==> config.mk <==
export PLATFORM = sky130hd
export DESIGN_NAME = halfstep_stepper_sequencer_flat
export DESIGN_NICKNAME = d
export VERILOG_FILES = /design/src/rtl/hss_pkg.sv /design/src/rtl/hss_if.sv /design/src/rtl/halfstep_stepper_sequencer.sv /design/src/flat_wrapper.sv
export VERILOG_INCLUDE_DIRS = /design/src /design/src/rtl
export SDC_FILE = /design/constraint.sdc
export NUM_CORES = 1
export LEC_CHECK = 0
export ABC_CLOCK_PERIOD_IN_PS = 6200
export BUFFER_PORTS_ARGS = -buffer_cell sky130_fd_sc_hd__buf_2
export CORE_MARGIN = 5
export CORE_UTILIZATION = 55
export CTS_CLUSTER_SIZE = 12
export DETAILED_ROUTE_END_ITERATION = 8
export GPL_TIMING_DRIVEN = 0
export PLACE_DENSITY = 0.77
export SLEW_MARGIN = 40
export SYNTH_ARGS = -nofsm -noshare
export SYNTH_HDL_FRONTEND = slang
export SYNTH_SLANG_ARGS = --single-unit
==> constraint.sdc <==
create_clock -name clk_i -period 6.2 [get_ports clk_i]
set_clock_uncertainty 0.1 [all_clocks]
set_input_delay 0.93 -clock clk_i [delete_from_list [all_inputs] [get_ports clk_i]]
set_output_delay 0.93 -clock clk_i [all_outputs]
set_load 0.01 [all_outputs]
==> src/rtl/halfstep_stepper_sequencer_defines.svh <==
// assertion macros for the half-step stepper sequencer
`ifndef HALFSTEP_STEPPER_SEQUENCER_DEFINES_SVH
`define HALFSTEP_STEPPER_SEQUENCER_DEFINES_SVH

// same-cycle implication, clocked on clk_i, off during reset
`define HSS_ASSERT_NOW(lbl, ante, cons, msg) \
  lbl: assert property (@(posedge clk_i) disable iff (!rst_ni) (ante) |-> (cons)) \
    else $error(msg);

// next-cycle implication, clocked on clk_i, off during reset
`define HSS_ASSERT_NEXT(lbl, ante, cons, msg) \
  lbl: assert property (@(posedge clk_i) disable iff (!rst_ni) (ante) |=> (cons)) \
    else $error(msg);

`endif

==> src/rtl/hss_pkg.sv <==
package hss_pkg;

  // defaults for the top-level parameters
  localparam int unsigned TIMER_BITS_DEF    = 24;
  localparam int unsigned POSITION_BITS_DEF = 16;

  // field widths
  localparam int unsigned REV_W   = 16;
  localparam int unsigned DELAY_W = 24;
  localparam int unsigned STEPS_W = 16;
  localparam int unsigned POS_W   = 16;
  localparam int unsigned COIL_W  = 4;
  localparam int unsigned OP_W    = 2;

  // configuration port
  localparam int unsigned APB_AW = 3;
  localparam int unsigned APB_DW = 32;

  localparam logic [REV_W-1:0]   STEPS_PER_REV_RST = REV_W'(200);
  localparam logic [DELAY_W-1:0] STEP_DELAY_RST    = '0;

  // register index, taken from paddr[2]
  typedef enum logic {
    REG_STEPS_PER_REV = 1'b0,
    REG_STEP_DELAY    = 1'b1
  } reg_idx_e;

  // item operation codes; code 3 is a no-op
  typedef enum logic [OP_W-1:0] {
    OP_TICK    = 2'd0,
    OP_MOVE    = 2'd1,
    OP_DISABLE = 2'd2
  } op_e;

  // half-step phases A, AB, B, BC, C, CD, D, DA in pin order (A, C, B, D)
  function automatic logic [COIL_W-1:0] phase_pins(input logic [2:0] phase);
    logic [COIL_W-1:0] pins;
    case (phase)
      3'd0:    pins = 4'h1;
      3'd1:    pins = 4'h5;
      3'd2:    pins = 4'h4;
      3'd3:    pins = 4'h6;
      3'd4:    pins = 4'h2;
      3'd5:    pins = 4'hA;
      3'd6:    pins = 4'h8;
      3'd7:    pins = 4'h9;
      default: pins = 4'h0;
    endcase
    return pins;
  endfunction

endpackage

==> src/rtl/hss_if.sv <==
// command item channel
interface hss_in_if;
  logic                                valid;
  logic                                ready;
  logic [hss_pkg::OP_W-1:0]            op;
  logic signed [hss_pkg::STEPS_W-1:0]  move_steps;

  modport source (output valid, output op, output move_steps, input ready);
  modport sink   (input valid, input op, input move_steps, output ready);
endinterface

// result item channel
interface hss_out_if;
  logic                          valid;
  logic                          ready;
  logic [hss_pkg::COIL_W-1:0]    coil_drive;
  logic                          step_taken;
  logic                          busy_res;
  logic [hss_pkg::STEPS_W-1:0]   steps_remaining;
  logic [hss_pkg::POS_W-1:0]     position;

  modport source (output valid, output coil_drive, output step_taken, output busy_res,
                  output steps_remaining, output position, input ready);
  modport sink   (input valid, input coil_drive, input step_taken, input busy_res,
                  input steps_remaining, input position, output ready);
endinterface

==> src/rtl/halfstep_stepper_sequencer.sv <==
// half-step sequencer for a four-coil unipolar stepper. every command item
// (tick, move, disable; code 3 is a no-op) gives exactly one result item
// showing the state after it. throughput is one item per clock cycle:
// the next state and the result are worked out in one pass from the
// state registers and land in a single result register, which takes a
// new item in the same cycle its old item is taken, so only a stalled
// result slot holds off the input. a tick advances a saturating
// microsecond counter and, when steps remain and the counter has reached
// step_delay_us, moves one step (forward wraps to 0 at steps_per_rev,
// backward from 0 goes to steps_per_rev-1) and drives the half-step
// pattern for position mod 8. registers on the apb port: steps_per_rev at
// 0x0, step_delay_us at 0x4; write them only while no result is pending.
// no clearing pass after reset: the block takes items right away.
`include "halfstep_stepper_sequencer_defines.svh"

module halfstep_stepper_sequencer #(
  parameter int unsigned TIMER_BITS    = hss_pkg::TIMER_BITS_DEF,
  parameter int unsigned POSITION_BITS = hss_pkg::POSITION_BITS_DEF
) (
  input  logic                        clk_i,
  input  logic                        rst_ni,
  hss_in_if.sink                      req_i,
  hss_out_if.source                   rsp_o,
  input  logic                        psel_i,
  input  logic                        penable_i,
  input  logic                        pwrite_i,
  input  logic [hss_pkg::APB_AW-1:0]  paddr_i,
  input  logic [hss_pkg::APB_DW-1:0]  pwdata_i,
  output logic [hss_pkg::APB_DW-1:0]  prdata_o,
  output logic                        pready_o
);

  // compare widths wide enough for both sides
  localparam int unsigned CW = (POSITION_BITS + 1 > hss_pkg::REV_W) ?
                               POSITION_BITS + 1 : hss_pkg::REV_W;
  localparam int unsigned DW = (TIMER_BITS > hss_pkg::DELAY_W) ?
                               TIMER_BITS : hss_pkg::DELAY_W;
  localparam logic [TIMER_BITS-1:0] TIMER_MAX = {TIMER_BITS{1'b1}};

  // result item register
  typedef struct packed {
    logic [hss_pkg::COIL_W-1:0]  coil_drive;
    logic                        step_taken;
    logic                        busy_res;
    logic [hss_pkg::STEPS_W-1:0] steps_remaining;
    logic [hss_pkg::POS_W-1:0]   position;
  } rsp_t;

  // configuration registers
  logic [hss_pkg::REV_W-1:0]   steps_per_rev_q;
  logic [hss_pkg::DELAY_W-1:0] step_delay_q;

  // motor state
  logic [POSITION_BITS-1:0]    position_q, position_d;
  logic [hss_pkg::STEPS_W-1:0] remaining_q, remaining_d;
  logic                        forward_q, forward_d;
  logic [TIMER_BITS-1:0]       elapsed_q, elapsed_d;
  logic [hss_pkg::COIL_W-1:0]  coil_q, coil_d;

  logic rsp_valid_q, rsp_valid_d;
  rsp_t rsp_q, rsp_d;

  logic accept;
  logic cfg_write;

  // tick path
  logic [TIMER_BITS-1:0]       elapsed_inc;
  logic                        delay_reached;
  logic [CW-1:0]               pos_plus;
  logic [CW-1:0]               rev_minus;
  logic [POSITION_BITS-1:0]    pos_fwd, pos_bwd, pos_step;
  logic                        stepped;
  logic [CW-1:0]               pos_out;
  logic [hss_pkg::STEPS_W-1:0] move_mag;
  logic                        move_neg;

  // ---------------------------------------------------------------------
  // configuration port
  // ---------------------------------------------------------------------
  assign pready_o  = 1'b1;
  assign cfg_write = psel_i & penable_i & pwrite_i & pready_o;

  always_comb begin
    case (hss_pkg::reg_idx_e'(paddr_i[2]))
      hss_pkg::REG_STEPS_PER_REV: prdata_o = hss_pkg::APB_DW'(steps_per_rev_q);
      hss_pkg::REG_STEP_DELAY:    prdata_o = hss_pkg::APB_DW'(step_delay_q);
      default:                    prdata_o = '0;
    endcase
  end

  always_ff @(posedge clk_i or negedge rst_ni) begin
    if (!rst_ni) begin
      steps_per_rev_q <= hss_pkg::STEPS_PER_REV_RST;
      step_delay_q    <= hss_pkg::STEP_DELAY_RST;
    end else if (cfg_write) begin
      case (hss_pkg::reg_idx_e'(paddr_i[2]))
        hss_pkg::REG_STEPS_PER_REV: steps_per_rev_q <= pwdata_i[hss_pkg::REV_W-1:0];
        hss_pkg::REG_STEP_DELAY:    step_delay_q    <= pwdata_i[hss_pkg::DELAY_W-1:0];
        default: ;
      endcase
    end
  end

  // ---------------------------------------------------------------------
  // handshake: result slot frees when taken, new item may enter same cycle
  // ---------------------------------------------------------------------
  assign req_i.ready = ~rsp_valid_q | rsp_o.ready;
  assign accept      = req_i.valid & req_i.ready;

  // ---------------------------------------------------------------------
  // step arithmetic
  // ---------------------------------------------------------------------
  // saturating microsecond counter
  assign elapsed_inc   = (elapsed_q != TIMER_MAX) ? elapsed_q + 1'b1 : elapsed_q;
  assign delay_reached = DW'(elapsed_inc) >= DW'(step_delay_q);

  // forward wraps when position+1 hits the revolution size
  assign pos_plus  = CW'(position_q) + 1'b1;
  assign pos_fwd   = (pos_plus == CW'(steps_per_rev_q)) ? '0 : pos_plus[POSITION_BITS-1:0];
  // backward from zero goes to revolution size minus one
  assign rev_minus = CW'(steps_per_rev_q) - 1'b1;
  assign pos_bwd   = (position_q == '0) ? rev_minus[POSITION_BITS-1:0]
                                        : position_q - 1'b1;
  assign pos_step  = forward_q ? pos_fwd : pos_bwd;

  // move count: magnitude of a negative count, zero counts as backward
  assign move_neg = req_i.move_steps[hss_pkg::STEPS_W-1];
  assign move_mag = move_neg ? (~req_i.move_steps + 1'b1) : req_i.move_steps;

  always_comb begin
    position_d  = position_q;
    remaining_d = remaining_q;
    forward_d   = forward_q;
    elapsed_d   = elapsed_q;
    coil_d      = coil_q;
    stepped     = 1'b0;
    case (req_i.op)
      hss_pkg::OP_TICK: begin
        elapsed_d = elapsed_inc;
        if ((remaining_q != '0) && delay_reached) begin
          elapsed_d   = '0;
          position_d  = pos_step;
          coil_d      = hss_pkg::phase_pins(pos_step[2:0]);
          remaining_d = remaining_q - 1'b1;
          stepped     = 1'b1;
        end
      end
      hss_pkg::OP_MOVE: begin
        // replaces any move in progress; coils and timer untouched
        forward_d   = ~move_neg & (req_i.move_steps != '0);
        remaining_d = move_mag;
      end
      hss_pkg::OP_DISABLE: begin
        coil_d      = '0;
        remaining_d = '0;
      end
      default: ;
    endcase
  end

  // result shows the state after the item
  assign pos_out = CW'(position_d);

  always_comb begin
    rsp_d.coil_drive      = coil_d;
    rsp_d.step_taken      = stepped;
    rsp_d.busy_res        = remaining_d != '0;
    rsp_d.steps_remaining = remaining_d;
    rsp_d.position        = pos_out[hss_pkg::POS_W-1:0];
  end

  assign rsp_valid_d = accept ? 1'b1 : (rsp_o.ready ? 1'b0 : rsp_valid_q);

  always_ff @(posedge clk_i or negedge rst_ni) begin
    if (!rst_ni) begin
      position_q  <= '0;
      remaining_q <= '0;
      forward_q   <= 1'b0;
      elapsed_q   <= '0;
      coil_q      <= '0;
      rsp_valid_q <= 1'b0;
    end else begin
      rsp_valid_q <= rsp_valid_d;
      if (accept) begin
        position_q  <= position_d;
        remaining_q <= remaining_d;
        forward_q   <= forward_d;
        elapsed_q   <= elapsed_d;
        coil_q      <= coil_d;
      end
    end
  end

  // payload register, no reset needed
  always_ff @(posedge clk_i) begin
    if (accept) begin
      rsp_q <= rsp_d;
    end
  end

  assign rsp_o.valid           = rsp_valid_q;
  assign rsp_o.coil_drive      = rsp_q.coil_drive;
  assign rsp_o.step_taken      = rsp_q.step_taken;
  assign rsp_o.busy_res        = rsp_q.busy_res;
  assign rsp_o.steps_remaining = rsp_q.steps_remaining;
  assign rsp_o.position        = rsp_q.position;

  // ---------------------------------------------------------------------
  // assertions
  // ---------------------------------------------------------------------
  // a stalled result must hold off the input
  `HSS_ASSERT_NOW(a_no_overrun, rsp_valid_q && !rsp_o.ready, !req_i.ready, "result overrun")
  // disable leaves coils off and no move pending
  `HSS_ASSERT_NEXT(a_disable_off, accept && req_i.op == hss_pkg::OP_DISABLE,
                   rsp_o.valid && rsp_o.coil_drive == '0 && !rsp_o.busy_res,
                   "disable did not stop the motor")
  // a move command never steps by itself
  `HSS_ASSERT_NEXT(a_move_no_step, accept && req_i.op == hss_pkg::OP_MOVE,
                   rsp_o.valid && !rsp_o.step_taken, "move item stepped")
  // a step energizes coils and restarts the timer
  `HSS_ASSERT_NOW(a_step_coils, rsp_valid_q && rsp_q.step_taken,
                  rsp_q.coil_drive != '0 && (elapsed_q == '0 || !$stable(elapsed_q)),
                  "step without coil drive or timer restart")

endmodule
==> src/flat_wrapper.sv <==
// flat-port wrapper written by rule: the top's interface ports become plain ports
module halfstep_stepper_sequencer_flat 
#(
  parameter int unsigned TIMER_BITS    = hss_pkg::TIMER_BITS_DEF,
  parameter int unsigned POSITION_BITS = hss_pkg::POSITION_BITS_DEF
)
  (clk_i, rst_ni, psel_i, penable_i, pwrite_i, paddr_i, pwdata_i, prdata_o, pready_o, req_i_valid, req_i_op, req_i_move_steps, req_i_ready, rsp_o_valid, rsp_o_coil_drive, rsp_o_step_taken, rsp_o_busy_res, rsp_o_steps_remaining, rsp_o_position, rsp_o_ready);
  hss_in_if req_i_i ();
  hss_out_if rsp_o_i ();
  input  logic clk_i;
  input  logic rst_ni;
  input  logic psel_i;
  input  logic penable_i;
  input  logic pwrite_i;
  input  logic [hss_pkg::APB_AW-1:0] paddr_i;
  input  logic [hss_pkg::APB_DW-1:0] pwdata_i;
  output logic [hss_pkg::APB_DW-1:0] prdata_o;
  output logic pready_o;
  input wire logic [$bits(req_i_i.valid)-1:0] req_i_valid;
  input wire logic [$bits(req_i_i.op)-1:0] req_i_op;
  input wire logic [$bits(req_i_i.move_steps)-1:0] req_i_move_steps;
  output wire logic [$bits(req_i_i.ready)-1:0] req_i_ready;
  output wire logic [$bits(rsp_o_i.valid)-1:0] rsp_o_valid;
  output wire logic [$bits(rsp_o_i.coil_drive)-1:0] rsp_o_coil_drive;
  output wire logic [$bits(rsp_o_i.step_taken)-1:0] rsp_o_step_taken;
  output wire logic [$bits(rsp_o_i.busy_res)-1:0] rsp_o_busy_res;
  output wire logic [$bits(rsp_o_i.steps_remaining)-1:0] rsp_o_steps_remaining;
  output wire logic [$bits(rsp_o_i.position)-1:0] rsp_o_position;
  input wire logic [$bits(rsp_o_i.ready)-1:0] rsp_o_ready;
  assign req_i_i.valid = req_i_valid;
  assign req_i_i.op = req_i_op;
  assign req_i_i.move_steps = req_i_move_steps;
  assign req_i_ready = req_i_i.ready;
  assign rsp_o_valid = rsp_o_i.valid;
  assign rsp_o_coil_drive = rsp_o_i.coil_drive;
  assign rsp_o_step_taken = rsp_o_i.step_taken;
  assign rsp_o_busy_res = rsp_o_i.busy_res;
  assign rsp_o_steps_remaining = rsp_o_i.steps_remaining;
  assign rsp_o_position = rsp_o_i.position;
  assign rsp_o_i.ready = rsp_o_ready;
  halfstep_stepper_sequencer #(.TIMER_BITS(TIMER_BITS), .POSITION_BITS(POSITION_BITS)) u_core (.clk_i(clk_i), .rst_ni(rst_ni), .req_i(req_i_i), .rsp_o(rsp_o_i), .psel_i(psel_i), .penable_i(penable_i), .pwrite_i(pwrite_i), .paddr_i(paddr_i), .pwdata_i(pwdata_i), .prdata_o(prdata_o), .pready_o(pready_o));
endmodule
==> results of run 1 <==
## kinds of logic (layout without fill, tap and decap cells)
family	after synthesis	count (layout)	share of synthesized area
other	2	9	0.0007749
and+or+nand+nor	406	406	0.2164
muxes	66	66	0.07552
DFF	140	140	0.3815
buffers and inverters	116	262	0.06222
adders and majority gates	30	30	0.03873
AOI/OAI and AO/OA	256	256	0.1671
xor gates and xnor gates	64	64	0.05784
## registers in the layout, summed over array words and instances (netlist names), 4 cells and up
signal and flops:
u_core.elapsed_q 24, u_core.remaining_q 16, u_core.steps_per_rev_q 16, u_core.coil_q 4, u_core.rsp_o.position 16, u_core.step_delay_q 24
u_core.position_q 16, u_core.rsp_o.coil_drive 4, u_core.rsp_o.steps_remaining 16
## cells in the mapped netlist, drive strengths merged (4+ instances only)
cell    number
a22o        20
mux2i        9
nand4b       4
mux2        57
a21o        10
clkbuf      37
edfxtp      38
o32ai        4
o22ai        4
a31oi        5
inv         44
nand2      147
nor2        60
nand2b      12
nor4        20
o31ai       11
or3         13
o41ai        4
a21oi       40
a211oi       6
nand4       17
nor3        24
and2        12
or2          6
o21ai      110
buf         34
or4          8
xor2        36
nor2b       11
xnor2       28
nand3       42
o211ai      16
dfrtp       99
ha          30
and3        13
## worst max path at each step
stage	from	end	slack, ns	cells after the start
3_5_place_dp	u_core.elapsed_q[4]	u_core.rsp_o.busy_res	0.07	18
3_3_place_gp	u_core.elapsed_q[4]	u_core.rsp_o.busy_res	0.10	18
6_report	u_core.elapsed_q[4]	u_core.rsp_o.busy_res	0.45	19
2_1_floorplan	u_core.elapsed_q[4]	u_core.rsp_o.busy_res	1.48	18
4_1_cts	u_core.elapsed_q[4]	u_core.rsp_o.busy_res	0.002	18
5_1_grt	u_core.elapsed_q[4]	u_core.rsp_o.busy_res	0.12	19
## report_power, final
part           total, mW  switching [mW]  internal (mW)  leakage (nW)
clock network       1.05           0.418          0.631         0.290
registers           1.24           0.145           1.10          1.67
logic               1.67           0.992          0.681          2.95
total               3.96            1.55           2.41          4.91
## per-stage QoR
stage	util	instance area [um^2]	hold slack, ns	std cells	worst slack, ns
after floorplan	-	9718	0.3497	1087	1.479
after global placement	0.6102	10560	0.3693	1423	0.1020
after detailed placement	0.6141	10620	0.3797	1425	0.07257
after CTS	0.6487	11220	0.2566	1457	0.002021
after global routing	0.6514	11270	0.2621	1458	0.1218
final	0.6514	11270	0.2487	1458	0.4530
## area by class of cell
type	count	area share
Buffer	71	0.03887
Timing Repair Buffer	114	0.05508
Clock inverter	15	0.01521
Multi-Input combinational cell	831	0.4850
Tap cell	225	0.02499
Clock buffer	17	0.03776
Inverter	45	0.01499
Sequential cell	140	0.3282
## timing repair
item	CTS	global route
endpoints found under the setup margin	0	2
buffers inserted	0	1
resized for setup	0	4
## worst register-to-register path, stage by stage, from the launching register on
cell      delay (ns)
dfrtp_1         0.42
nand4_1         0.21
nor2_1          0.24
nand3_1         0.15
nor4_2          0.50
and3_1          0.22
clkbuf_1        0.21
nand3_1         0.12
xnor2_1         0.17
ha_1            0.31
nand4_1         0.18
nor4_2          0.46
nand3_1         0.16
o211ai_1        0.19
buf_4           0.17
nor2_1          0.16
a311oi_2        0.39
or4b_1          0.51
nor4_1          0.42
nand4b_1        0.16
## per-layer routing
metal	global-route usage	share of wire	vias to the layer above
li1	-	-	4188
met1	0.3743	0.42	4222
met2	0.4612	0.49	358
met3	0.04756	0.061	68
met4	0.08854	0.029	0
met5	0	0	-
==> flow_results.org, run 1 <==
** Floorplan
- The initial utilization of the core area, before any placement, comes to 0.5603.
- Placeable core region :: 0.01730 mm^2
- Std-Cell Rows :: 48
- I/O pins :: 133
- The die covers 0.02038 mm^2.
- Vertical die dimension :: 142.7 um
- Width of the die :: 142.7 um

** Critical path
- The largest single stage delay on the critical path is 0.51 ns.
- Traced cell by cell, the critical path runs through nand4_1 > nor2_1 > nand3_1 > nor4_2 > and3_1 > clkbuf_1 > nand3_1 > xnor2_1 > ha_1 > nand4_1 > nor4_2 > nand3_1 > o211ai_1 > buf_4 > nor2_1 > a311oi_2 > or4b_1 > nor4_1 > nand4b_1.
- Critical Path Sink Type :: register
- In this design, the critical path's most frequently occurring cell is nand3_1.
- Count of cells along the worst register-to-register path :: 19
- The worst setup path is launched from a register.
- The startpoint identified for the worst register-to-register timing path is u_core.elapsed_q[4].
- Data on the critical path is required at its endpoint by 6.25 ns.
- Among all stages on the critical path, the largest delay is contributed by or4b_1.
- Reg-to-reg endpoint :: u_core.rsp_o.busy_res
- Arrival time at the worst endpoint :: 5.80 ns
- Worst Setup Path Type :: reg -> reg
- The setup check on the worst reg-to-reg path leaves a slack of 0.45 ns.
- Family of cells with the greatest summed delay on the critical path :: simple AND/OR/NAND/NOR gates
- Maximum fanout encountered on the critical timing path :: 9
- The number of buffers and inverters on the critical path is 2.

** Power and ir drop
- Power per cell area :: 351.8 mW/mm^2
- The analysis attributes to cell leakage a power of 4.911 nW.
- Power comes to 3.964 mW.
- VDD sags by at most 0.2407 mV.

** Routing
- Average routed wire per standard cell :: 19.29 um
- The routed layout has 8,836 vias.
- The first detailed-routing pass ran for 6 iterations.
- Initial drt markers :: 934
- Detailed-route DRC error count :: 0
- The final layout contains routed wiring with a total length of 28.13 mm.
- Routed Antenna Nets :: 0
- In the routed layout, each cell is associated on average with a via count of 6.060.

** CTS
- Clock-pin slew was measured on the worst setup and hold paths at 0.06 ns.
- Clock latency on the worst-skew pair :: 0.43 ns
- Maximum level of the CTS H-tree :: 4
- The clock net in this run drives a total of 140 sinks.
- The number of hold buffers added after CTS was 0.
- No sink is reached through more buffers than the 2 on the longest clock path.
- Clock tree from TritonCTS :: done
- In this run the clock root is driven by a clkbuf_16.
- Buffers inserted during clock tree synthesis total 17.

** Placement
- HPWL after DPL :: 21.31 mm
- Quantity of I/O buffers inserted on ports :: 111
- Routability-driven placement finished with a final weighted congestion of 1.004.

** Global routing
- Number of antenna violations at the first check in global routing :: 0
- The via count of the first global-routing pass was 8,385.
- Overflow after GRT :: 0
- Entering global routing, the biggest net connects 72 pins.
- The first global-routing pass estimated 45.03 mm of wire.
- Global-route usage over all layers :: 0.2785

** Logic synthesis
- The netlist uses 90 different library cells.
- Yosys synthesis warning count :: 0
- Area share of the leading cell type in the synthesized netlist :: 0.2556
- In the post-synthesis netlist, the biggest area contributors are dfrtp_1, edfxtp_1, mux2_2, nand2_1, o21ai_0.
- Netlist area before placement :: 0.009692 mm^2
- The cell count after synthesis came out at 1,080.
- A synthesized cell averages 8.974 um^2.
- Total of flip-flops plus latches after synthesis :: 140
- Yosys mapped a number of flops with a built-in enable equal to 38.
- Async set-or-reset flop fraction in the synthesized netlist :: 0.7286
- In the synthesized netlist the dominant register cell turns out to be dfrtp_1.
- Portion of the post-synthesis area used by sequential elements :: 0.3815
- Biggest area consumer among synthesized cells :: dfrtp_1

** Timing
- In the final timing run, aggregate negative setup slack is 0 ns.
- Number of slew-limit violations in the final report :: 0
- Timing would allow up to 174.0 MHz.
- Final hold vios :: 0
- Final worst path period need :: 5.747 ns
- Dividing the final minimum period by the clock period gives 0.9269.
- Number of endpoints failing setup at the final stage :: 0
- Actual transition at the worst max-transition pin :: 0.7158 ns
- Relative max-transition margin :: 0.5178
- Setup repair after global routing left no endpoint under its margin.

** Finish
- Fill cells in the final layout number 1,480.
- Area growth syn-to-layout :: 16.25%
- # diodes :: 0
- Multi-input combinational cell area :: 0.005464 mm^2
- Fraction of layout cells with a size suffix above 1 :: 0.2198
- Leaving out fill and tap cells, the most frequent cell in the layout is nand2_1.
- In the layout the commonest cells are nand2_1, buf_2, dfrtp_1.
- Across the whole layout, storage elements account for 0.003697 mm^2.
- For this run, the post-layout net count is 1,310.

** Flow run
- The tool flagged a number of max-cap violations equal to 0.

** Hold path
- Worst min-delay path class :: in -> async

** Outcome
- The flow ran to the end, and the final reports show no timing, DRC or antenna violations.
(Power assumes the default switching activity.)
==> run 2: changes to the inputs <==
CORE_ASPECT_RATIO = 1.25   (was not set)
==> run 2 against run 1 <==
Wire length increased by 3.9%. Worst hold slack improved by 0.043 ns. Worst setup slack improved by 0.027 ns. Critical path type unchanged. Largest power group unchanged.
==> flow_results.org, run 2 (synthesis gave the netlist of run 1 again) <==
** CTS
- The maximum clock insertion buffer count came to 2 (unchanged).
- The number of buffers added by the clock tree synthesis step came to 17 (unchanged).
- Clock latency on the worst-skew pair :: 0.43 ns (about the same)
- Clock tree from TritonCTS :: done
- The hold-fix buffer count after cts is 0 (unchanged).
- Clk sinks :: 140 (unchanged)
- Clk Tree Root Cell :: clkbuf_16
- Clock edge transition at the registers on the reported setup and hold paths :: 0.06 ns (about the same)
- Maximum level of the CTS H-tree :: 4 (unchanged)

** Floorplan
- Vertical die dimension :: 158.4 um (+11%)
- Placeable core region :: 0.01736 mm^2 (+0.39%)
- Std-Cell Rows :: 54 (+13%)
- The starting density of the core came to 0.5581 (-0.002180).
- The total die area is 0.02039 mm^2 (about the same).
- I/O pins :: 133 (unchanged)
- The horizontal die dimension is 128.7 um (-9.8%).

** Global routing
- Overflow after GRT :: 0 (unchanged)
- The wire length of the first global-routing pass was 45.82 mm (+1.7%).
- Largest net degree at the start of global routing :: 61 (-15%)
- The via count of the first global-routing pass is 8,801 (+5.0%).
- The number of antenna violations at the first check in global routing came to 0 (unchanged).
- Global-route usage over all layers :: 0.2874 (+0.008842)

** Routing
- The final routed wire length divided by cell count came to 20.06 um (+4.0%).
- The number of detailed-routing iterations run before antenna repair came to 6 (unchanged).
- Via Count :: 8,944 (+1.2%)
- Routed Antenna Nets :: 0 (unchanged)
- Overall routed net length :: 29.23 mm (+3.9%)
- The remaining design rule violation count came to 0 (unchanged).
- The DRC marker count from the first detailed-route iteration is 757 (-19%).
- The number of vias per cell after detailed routing came to 6.139 (+1.3%).

** Power and ir drop
- Static leakage :: 4.908 nW (about the same)
- Worst IR drop on VDD :: 0.2471 mV (+2.7%)
- Power per cell area :: 351.0 mW/mm^2 (-0.22%)

** Critical path
- Cell with the most instances on the worst path :: nand3_1
- Delay of the slowest cell on the worst path :: 0.56 ns (+0.05 ns)
- STA classifies the critical path endpoint as a register.
- Among cell families on the critical path, the largest total delay comes from simple AND/OR/NAND/NOR gates.
- Buffering stage count on the worst path with inverters included :: 2 (unchanged)
- The critical path arrival is 5.78 ns (-0.02 ns).
- The critical path depth is 19 (unchanged).
- The slowest stage of the critical path belongs to the cell or4b_1.
- The worst endpoint required time came to 6.26 ns (about the same).
- The highest fanout seen on the critical path was 5 (-4).
- Kind of launch point of the worst setup path :: register
- Count of cells along the worst register-to-register path :: 19 (unchanged)
- The critical path is of the reg -> reg type.
- Cell-by-cell listing of the critical path :: nand4_1 > nor2_1 > nand3_1 > nor4_2 > and3_1 > clkbuf_1 > nand3_1 > xnor2_1 > ha_1 > nand4_1 > nor4_2 > nand3_1 > o211ai_1 > buf_4 > o31ai_1 > a311o_1 > or4b_1 > nor4_1 > nand4b_1

** Timing
- The hold violation total from the final report came to 0 (unchanged).
- Period Utilization, post-route :: 0.9226 (-0.004292)
- The time the final worst path needs with I/O delays and setup came to 5.720 ns (-0.02661 ns).
- Number of endpoints failing setup at the final stage :: 0 (unchanged)
- RSZ-0062 raised after global routing :: false
- Total Negative Setup Slacks :: 0 ns (unchanged)
- The pin slew with the least headroom to its limit is 0.7617 ns (+0.04588 ns).
- The count of pins over their slew limit was 0 (unchanged).
- Highest clock rate :: 174.8 MHz (+0.47%)
- Relative max-transition margin :: 0.4903 (-0.02742)

** Hold path
- Worst min-delay path class :: in -> async

** Finish
- In the final layout, the registers with the most flip-flops are u_core.elapsed_q x24, u_core.step_delay_q x24.
- # diodes :: 0 (unchanged)
- The fraction of the core area covered by cells at the end of the flow is 0.6477 (-0.003687).
- Leaving out fill and tap cells, the most frequent cell in the layout is nand2_1.
- Fill cell instance count of the final layout :: 1,470 (-0.68%)
- Highest-count cells in the layout ignoring fill and taps :: nand2_1, buf_2, dfrtp_1
- The share of final-layout standard cells stronger than drive strength 1 is 0.2230 (+0.003244).
- Area growth syn-to-layout :: 16.05%
- Final Net Count :: 1,310 (unchanged)

** Outcome
- Status :: completed

** Placement
- Gp weighted congestion :: 0.9795 (-2.4%)
- HPWL after DPL :: 22.10 mm (+3.7%)
- Quantity of I/O buffers inserted on ports :: 111 (unchanged)

** Flow run
- Max-cap violation count :: 0 (unchanged)
[run 2: what timing repair did]
item                                    4_1_cts  5_1_grt
endpoints found under the setup margin        0        9
buffers inserted                              0        1
endpoints found under the hold margin         0        0
resized for setup                             0        5
[run 2: area by class of cell]
class,count,area (um^2),area share
clock buffer,20,467.9,0.04161
clock inverter,12,108.9,0.009678
multi-input combinational,831,5465,0.4859
inverter,45,168.9,0.01502
sequential,140,3697,0.3287
tap,224,280.3,0.02492
buffer,71,437.9,0.03894
timing repair buffer,114,620.6,0.05518
[run 2: path summary, 6_finish.rpt]
path	start	to	slack, ns
max	u_core.elapsed_q[4]	u_core.rsp_o.busy_res	0.48
min	rst_ni	u_core.steps_per_rev_q[12]	0.29
max reg2reg	u_core.elapsed_q[4]	u_core.rsp_o.busy_res	0.48
min reg2reg	u_core.elapsed_q[7]	u_core.elapsed_q[7]	0.38
max in group asynchronous	rst_ni	u_core.steps_per_rev_q[3]	5.03
min in group clk_i	u_core.elapsed_q[7]	u_core.elapsed_q[7]	0.38
[run 2: stage by stage]
step	setup WS [ns]	power (mW)	std cells	hold slack (ns)	area, um^2
3_3_place_gp	0.1482	2.865	1422	0.3671	10550
4_1_cts	0.008860	3.924	1456	0.2958	11200
6_report	0.4797	3.948	1457	0.2915	11250
3_5_place_dp	0.09344	2.905	1424	0.3726	10630
2_1_floorplan	1.479	2.405	1087	0.3497	9718
5_1_grt	0.1156	4.158	1457	0.3100	11250
[run 2: worst reg2reg max path, stage by stage (launching register included)]
cell and delay [ns]:
dfrtp_1 0.43, nand4_1 0.23, nor2_1 0.23, nand3_1 0.15, nor4_2 0.48, and3_1 0.22
clkbuf_1 0.25, nand3_1 0.14, xnor2_1 0.17, ha_1 0.31, nand4_1 0.22, nor4_2 0.40
nand3_1 0.21, o211ai_1 0.29, buf_4 0.18, o31ai_1 0.08, a311o_1 0.35, or4b_1 0.56
nor4_1 0.29, nand4b_1 0.17
[run 2: power breakdown]
part / internal, mW / switching (mW) / total [mW]
Clock: 0.588 / 0.420 / 1.01
Combinational: 0.679 / 1.02 / 1.69
Sequential: 1.10 / 0.148 / 1.25
[run 2: per-layer routing]
layer,vias to the layer above,routed length [um],part of all wire,GRT usage
met2,392,14560,0.50,0.4938
met4,0,1586,0.054,0.1611
li1,4183,-,-,-
met5,-,0,0,0
met3,108,1755,0.060,0.04664
met1,4261,11330,0.39,0.3416
